File: src/design/lrus_pkg.sv
// Shared types and fixed widths for the LRU recency-stack page replacement block.
package lrus_pkg;

   // Widths fixed by the port definition.
   localparam int PAGE_PORT_W = 16;
   localparam int CFG_W       = 5;
   localparam int COUNT_W     = 32;

   // Frame count after reset.
   localparam logic [CFG_W-1:0] FRAMES_RESET = 5'd4;

   // Per-cycle control broadcast from the top level to every stack cell.
   typedef struct packed {
      logic step;    // a reference beat is accepted this cycle
      logic clear;   // that beat carries a restart
   } cell_ctl_type;

endpackage

File: src/design/lrus_cell.sv
// One entry of the recency stack: compares, passes its match flag on and shifts down.
module lrus_cell #(
   parameter int INDEX     = 0,
   parameter int PAGE_BITS = 16,
   parameter int DEPTH_W   = 5
) (
   input  logic                      clock,
   input  logic                      reset,
   input  lrus_pkg::cell_ctl_type    ctl,
   input  logic [DEPTH_W-1:0]        depth,
   input  logic [PAGE_BITS-1:0]      ref_page,
   input  logic [PAGE_BITS-1:0]      prev_page,
   input  logic                      prev_valid,
   input  logic                      seen_in,
   output logic                      seen_out,
   output logic [PAGE_BITS-1:0]      page_out,
   output logic                      valid_out,
   output logic                      bottom_valid,
   output logic [PAGE_BITS-1:0]      bottom_page
);
   import lrus_pkg::*;

   logic [PAGE_BITS-1:0] page_ff;
   logic [PAGE_BITS-1:0] page_in;
   logic                 valid_ff;
   logic                 valid_in;
   logic                 valid_eff;
   logic                 active;
   logic                 is_bottom;
   logic                 match;
   logic                 shift;

   // A restart empties the entry before the reference is looked up.
   assign valid_eff = valid_ff & ~ctl.clear;
   assign active    = DEPTH_W'(INDEX) < depth;
   assign is_bottom = DEPTH_W'(INDEX + 1) == depth;
   assign match     = active & valid_eff & (page_ff == ref_page);

   // Entries down to and including the first match shift; on a miss every active one does.
   assign shift    = active & ~seen_in;
   assign seen_out = seen_in | match;

   assign page_out     = page_ff;
   assign valid_out    = valid_eff;
   assign bottom_valid = is_bottom & valid_eff;
   assign bottom_page  = (is_bottom & valid_eff) ? page_ff : '0;

   // Next contents of the entry.
   always_comb begin
      page_in  = page_ff;
      valid_in = valid_ff;
      if (ctl.step) begin
         if (shift) begin
            page_in  = prev_page;
            valid_in = prev_valid;
         end else begin
            valid_in = valid_eff;
         end
      end
   end

   always_ff @(posedge clock) begin
      if (reset) begin
         valid_ff <= 1'b0;
      end else begin
         valid_ff <= valid_in;
      end
   end

   always_ff @(posedge clock) begin
      page_ff <= page_in;
   end

endmodule

File: src/design/lru_stack_page_replacement.sv
// Top level of the true-LRU page replacement block built as a row of stack cells.
//
//   Channel   Direction  Handshake              Beat contents
//   req_      in         req_valid/req_ready    req_page, req_restart
//   rsp_      out        rsp_valid/rsp_ready    rsp_hit, rsp_evicted_valid,
//                                               rsp_evicted_page, rsp_fault_count
//   csr_      in         csr_we (no wait)       csr_wdata = active frame count
//
// The cells compare and shift at the accepting edge, and the result is captured in the
// output register at that same edge. A new reference is taken every cycle while the
// output register is empty or being drained; the rate is set by the single
// compare-and-shift pass through the cell row.
// Reset is synchronous and active high; it empties all frames, clears the fault
// count and sets the frame count to four. A stalled result holds req_ready low.
module lru_stack_page_replacement #(
   parameter int MAX_FRAMES = 16,
   parameter int PAGE_BITS  = 16
) (
   input  logic                            clock,
   input  logic                            reset,
   input  logic                            req_valid,
   output logic                            req_ready,
   input  logic [lrus_pkg::PAGE_PORT_W-1:0] req_page,
   input  logic                            req_restart,
   output logic                            rsp_valid,
   input  logic                            rsp_ready,
   output logic                            rsp_hit,
   output logic                            rsp_evicted_valid,
   output logic [lrus_pkg::PAGE_PORT_W-1:0] rsp_evicted_page,
   output logic [lrus_pkg::COUNT_W-1:0]     rsp_fault_count,
   input  logic                            csr_we,
   input  logic [lrus_pkg::CFG_W-1:0]       csr_wdata
);
   import lrus_pkg::*;

   localparam int DEPTH_W = $clog2(MAX_FRAMES + 1);

   logic [CFG_W-1:0]     frames_ff;
   logic [DEPTH_W-1:0]   depth;
   logic [31:0]          frames_wide;
   logic [31:0]          page_wide;
   logic [PAGE_BITS-1:0] ref_page;
   cell_ctl_type         ctl;
   logic                 accept;

   logic [PAGE_BITS-1:0] prev_page    [MAX_FRAMES];
   logic                 prev_valid   [MAX_FRAMES];
   logic [PAGE_BITS-1:0] cell_page    [MAX_FRAMES];
   logic                 cell_valid   [MAX_FRAMES];
   logic                 bot_valid    [MAX_FRAMES];
   logic [PAGE_BITS-1:0] bot_page     [MAX_FRAMES];
   logic                 seen         [MAX_FRAMES+1];

   logic                 hit;
   logic                 ev_valid;
   logic [PAGE_BITS-1:0] ev_page;
   logic [31:0]          ev_page_wide;
   logic [COUNT_W-1:0]   count_base;

   logic                 rsp_valid_ff;
   logic                 rsp_valid_in;
   logic                 hit_ff;
   logic                 ev_valid_ff;
   logic [PAGE_PORT_W-1:0] ev_page_ff;
   logic [COUNT_W-1:0]   fault_count_ff;
   logic [COUNT_W-1:0]   fault_count_in;

   // Frame count register.
   always_ff @(posedge clock) begin
      if (reset) begin
         frames_ff <= FRAMES_RESET;
      end else if (csr_we) begin
         frames_ff <= csr_wdata;
      end
   end

   // Clamp the frame count into one to MAX_FRAMES.
   always_comb begin
      frames_wide = {{(32 - CFG_W){1'b0}}, frames_ff};
      if (frames_wide == 32'd0) begin
         depth = DEPTH_W'(1);
      end else if (frames_wide > 32'(MAX_FRAMES)) begin
         depth = DEPTH_W'(MAX_FRAMES);
      end else begin
         depth = frames_wide[DEPTH_W-1:0];
      end
   end

   // Only the low PAGE_BITS of the page number take part.
   assign page_wide = {{(32 - PAGE_PORT_W){1'b0}}, req_page};
   assign ref_page  = page_wide[PAGE_BITS-1:0];

   assign req_ready  = ~rsp_valid_ff | rsp_ready;
   assign accept     = req_valid & req_ready;
   assign ctl        = '{step: accept, clear: req_restart};

   // The row of cells; the top one takes the referenced page.
   assign seen[0] = 1'b0;
   for (genvar i = 0; i < MAX_FRAMES; i++) begin : g_cell
      if (i == 0) begin : g_top
         assign prev_page[i]  = ref_page;
         assign prev_valid[i] = 1'b1;
      end else begin : g_rest
         assign prev_page[i]  = cell_page[i-1];
         assign prev_valid[i] = cell_valid[i-1];
      end

      lrus_cell #(
         .INDEX     (i),
         .PAGE_BITS (PAGE_BITS),
         .DEPTH_W   (DEPTH_W)
      ) u_cell (
         .clock        (clock),
         .reset        (reset),
         .ctl          (ctl),
         .depth        (depth),
         .ref_page     (ref_page),
         .prev_page    (prev_page[i]),
         .prev_valid   (prev_valid[i]),
         .seen_in      (seen[i]),
         .seen_out     (seen[i+1]),
         .page_out     (cell_page[i]),
         .valid_out    (cell_valid[i]),
         .bottom_valid (bot_valid[i]),
         .bottom_page  (bot_page[i])
      );
   end

   assign hit = seen[MAX_FRAMES];

   // Gather the bottom active entry; exactly one cell is the bottom.
   always_comb begin
      ev_valid = 1'b0;
      ev_page  = '0;
      for (int i = 0; i < MAX_FRAMES; i++) begin
         ev_valid = ev_valid | bot_valid[i];
         ev_page  = ev_page | bot_page[i];
      end
      if (hit) begin
         ev_valid = 1'b0;
         ev_page  = '0;
      end
   end
   assign ev_page_wide = 32'(ev_page);

   // Saturating miss counter, cleared by a restart beat.
   always_comb begin
      count_base     = req_restart ? '0 : fault_count_ff;
      fault_count_in = fault_count_ff;
      if (accept) begin
         fault_count_in = count_base;
         if (!hit && count_base != {COUNT_W{1'b1}}) begin
            fault_count_in = count_base + COUNT_W'(1);
         end
      end
   end

   always_ff @(posedge clock) begin
      if (reset) begin
         fault_count_ff <= '0;
      end else begin
         fault_count_ff <= fault_count_in;
      end
   end

   // Output register.
   always_comb begin
      rsp_valid_in = rsp_valid_ff;
      if (accept) begin
         rsp_valid_in = 1'b1;
      end else if (rsp_ready) begin
         rsp_valid_in = 1'b0;
      end
   end

   always_ff @(posedge clock) begin
      if (reset) begin
         rsp_valid_ff <= 1'b0;
      end else begin
         rsp_valid_ff <= rsp_valid_in;
      end
   end

   always_ff @(posedge clock) begin
      if (accept) begin
         hit_ff      <= hit;
         ev_valid_ff <= ev_valid;
         ev_page_ff  <= ev_page_wide[PAGE_PORT_W-1:0];
      end
   end

   assign rsp_valid         = rsp_valid_ff;
   assign rsp_hit           = hit_ff;
   assign rsp_evicted_valid = ev_valid_ff;
   assign rsp_evicted_page  = ev_page_ff;
   assign rsp_fault_count   = fault_count_ff;

   // A restart beat leaves at most its own miss in the counter.
   a_restart_count: assert property (@(posedge clock) disable iff (reset)
      accept && req_restart |=> fault_count_ff == '0 || fault_count_ff == COUNT_W'(1))
      else $error("fault count not cleared by restart");

   // A hit never reports an eviction.
   a_hit_no_evict: assert property (@(posedge clock) disable iff (reset)
      rsp_valid_ff && hit_ff |-> !ev_valid_ff)
      else $error("eviction reported on a hit");

   // Without a valid eviction the evicted page reads as zero.
   a_evict_zero: assert property (@(posedge clock) disable iff (reset)
      rsp_valid_ff && !ev_valid_ff |-> ev_page_ff == '0)
      else $error("evicted page not zero");

   // The referenced page is the most recent entry after every beat, unless a
   // restart presented in the following cycle already masks it.
   a_top_loaded: assert property (@(posedge clock) disable iff (reset)
      accept |=> cell_valid[0] || req_restart)
      else $error("top entry not valid after a reference");

   // Without restart the counter never goes down.
   a_count_monotone: assert property (@(posedge clock) disable iff (reset)
      accept && !req_restart |=> fault_count_ff >= $past(fault_count_ff))
      else $error("fault count decreased");

endmodule
File: config.mk
export PLATFORM = sky130hd
export DESIGN_NAME = lru_stack_page_replacement
export DESIGN_NICKNAME = d
export VERILOG_FILES = /design/src/design/lrus_pkg.sv /design/src/design/lrus_cell.sv /design/src/design/lru_stack_page_replacement.sv
export SDC_FILE = /design/constraint.sdc
export NUM_CORES = 1
export LEC_CHECK = 0
export BUFFER_PORTS_ARGS = -buffer_cell sky130_fd_sc_hd__buf_2
export CELL_PAD_IN_SITES_DETAIL_PLACEMENT = 0
export CELL_PAD_IN_SITES_GLOBAL_PLACEMENT = 1
export CORE_UTILIZATION = 38
export CTS_CLUSTER_SIZE = 10
export DETAILED_ROUTE_END_ITERATION = 10
export GPL_TIMING_DRIVEN = 0
export PLACE_DENSITY = 0.77
export REMOVE_ABC_BUFFERS = 1
export SYNTH_ARGS = -nofsm -noshare
export SYNTH_HDL_FRONTEND = slang
export SYNTH_SLANG_ARGS = --single-unit
File: constraint.sdc
create_clock -name clock -period 3.7 [get_ports clock]
set_input_delay 0.74 -clock clock [delete_from_list [all_inputs] [get_ports clock]]
set_output_delay 0.74 -clock clock [all_outputs]
set_load 0.02 [all_outputs]
==> reports/metrics.csv <==
metric,value,unit
Die Width,216,um
most frequent cells after synthesis,"edfxtp_1, xor2_1, nor4_1, nand3_1, nand2_1",
detailed-route vias per instance,6.43,
top_reg_cell synth,edfxtp_1,
post-synthesis sequential area ratio,53.5,%
synth-to-layout area growth,13.3,%
vias after detailed routing,14069,
most common cell in the netlist,edfxtp_1,
# nets final,1589,
Final Setup Violations,2,
initial antenna violation count,2,
Placer Congestion,0.946,
Netlist cell types,72,
DP Cell Count,2110,
Initial DRC Count,1938,
Critical Path AT,4140,ps
die extent in y,216,um
Worst EP required,4100,ps
antenna violation net count after detailed routing,0,
Cell Rows,78,
clk sinks,328,
vias in the first global route,13351,
# port buffers,78,
die area,46700,um^2
M3 GR Usage,5.84,%
Peak VDD IR,0.357,mV
Post-synth EDFFs,274,
hold endpoint,frames_ff[2],
Pleak,6.65,nW
Initial Util,38.4,%
dpl hpwl,49.7,mm
crit-path max FO,17,
Worst setup SP type,register,
Global Route Usage Sum,27.6,%
final hold viol count,0,
critical path class,reg2reg,
mapped cell area,17400,um^2
first-pass detailed-route iteration total,6,
min-delay src,csr_wdata[2],
CTS tree,built,
Synth area leaders,"edfxtp_1, xor2_1, dfxtp_1",
total gr overflow,0,
post-synthesis cell count,1524,
TritonCTS buffer count,41,
PwrDens,451,nW/um^2
reg2reg path depth,7,
synth warn,0,
failing checks,negative setup slack,
Final Power,0.00889,W
CTS root buf,clkbuf_16,
clock tree buffer depth,3,
io pins,79,
Hold Path Depth,3,
"Reg clk slew, reported paths",60,ps
Routed WL,66.3,mm
Final Instance Count excl. Fillers,2187,
Max Cap Viol,0,
R2R Setup Slk,-30,ps
H-tree depth,2,
Worst Tran Pin Value,1380,ps
Setup crit end kind,register,
routed length per instance,30.3,um
mean area per synthesized cell,11.4,um^2
worst-skew pair later-pin latency,590,ps
Post-synth ARST share,0,%
Yosys top cell by area,edfxtp_1,
#FFs+latches synth,328,
GR Layer Usage met2,44.0,%
share of layout cells above drive strength 1,12.7,%
first-pass GRT wire length,92.6,mm
Final period util,101,%
GRT busiest layer,met2,
Worst slew margin,8.33,%
final worst slack,-34.8,ps
DRC Markers,0,
post-route minimum period,3730,ps
R2R Path End,rsp_evicted_page[4],
fin. max-slew vios,0,
worst hold path type,in2reg,
CTS Hold Bufs,0,
Synth top area share,47.3,%
Core Area,45300,um^2
Final Skew,37.9,ps
outcome,finished with violations,
Reg2Reg Launch Point,frames_ff[1],
largest net degree at the start of global routing,68,
fmax,268,MHz
met1 usage in global routing,36.9,%
## report_power, final
part	leakage [nW]	internal [W]	switching, W
clock	0.564	0.00207	0.00161
sequential	3.00	0.00418	0.000194
combinational	3.09	0.000239	0.000599
total	6.65	0.00649	0.00240
## state kept, by name (all words and copies together), names as in the netlist
signal,cells
rsp_evicted_valid,1
g_cell.u_cell.page_out,256
rsp_hit,1
rsp_fault_count,32
rsp_valid,1
frames_ff,5
g_cell.u_cell.valid_ff,16
rsp_evicted_page,16
## worst max path at each step
stage,startpoint,end,depth (start not counted)
after floorplan,frames_ff[4],g_cell[14].u_cell.page_out[0],8
after global placement,req_restart,g_cell[15].u_cell.page_out[13],7
after detailed placement,req_restart,g_cell[13].u_cell.page_out[15],9
after CTS,req_page[1],g_cell[12].u_cell.page_out[15],10
after global routing,frames_ff[3],g_cell[13].u_cell.page_out[15],9
final,frames_ff[1],rsp_evicted_page[4],7
## per-layer routing
metal  wire length (um)  up-vias
met2              30700      859
met3               6910      107
met5                  8        -
li1                   -     5959
met1              26400     7142
met4               2230        2
## final cells by class
| type | instances | area, um^2 |
|---|---|---|
| Clock inverter | 9 | 70.1 |
| Multi-Input combinational cell | 1073 | 7700 |
| Inverter | 19 | 73.8 |
| Antenna cell | 1 | 2.50 |
| Timing Repair Buffer | 98 | 706 |
| Fill cell | 4259 | 25600 |
| Clock buffer | 59 | 1100 |
| Sequential cell | 328 | 9310 |
| Tap cell | 600 | 751 |
## through the flow
stage | hold slack, ps | util [%] | cell area [um^2] | TNS, ps | setup slack (ps)
after global placement | 458 | 39.7 | 18000 | -873690 | -4960
after detailed placement | 466 | 40.3 | 18300 | -420090 | -3150
after floorplan | 443 | - | 16900 | -59600 | -710
final | 394 | 43.5 | 19700 | -43.8 | -34.8
after CTS | 385 | 43.3 | 19600 | 0 | 1.22
after global routing | 413 | 43.5 | 19700 | -247 | -23.0
## what timing repair did
action	in CTS	in global routing
buffers inserted	5	2
setup endpoints to repair	230	104
gates cloned	0	1
pin swaps	3	4
gates resized for setup	27	11
## cells in the final DEF (no fill, tap or decap), types with 17 or more instances in the layout
master     Yosys  routed
a21oi_1       25      25
nor3_1        46      43
nor2_1        64      52
clkbuf_16      0      41
a22o_1        50      50
xnor2_1       66      66
xor2_1       190     190
dfxtp_1       54      52
nand4_1       44      44
nand3_1       85      85
buf_2         10      75
inv_1         18      17
nor4_1        87      85
edfxtp_1     274     274
clkbuf_1      55      17
o21a_1        18      18
a22oi_1       32      32
and3_1        32      32
nand2_1       83      81
a221oi_1      49      49
## logic make-up after synthesis
family                     Yosys count  synth area share [%]
and+or+nand+nor                    549                  17.7
DFF                                328                  53.5
xor gates and xnor gates           256                  12.9
AOI/OAI and AO/OA                  247                  11.1
buffers and inverters              124                  3.54
muxes                               19                  1.15
adders and majority gates            1                0.0719
## critical path: stages, from the launching register on
cell	delay, ps
dfxtp_1	710
nand2_1	460
nor3_1	490
and3_1	1110
a22o_1	370
a221oi_1	80
nand3_1	150
o21a_1	190
Note: power is estimated with default switching activity, not from simulation.
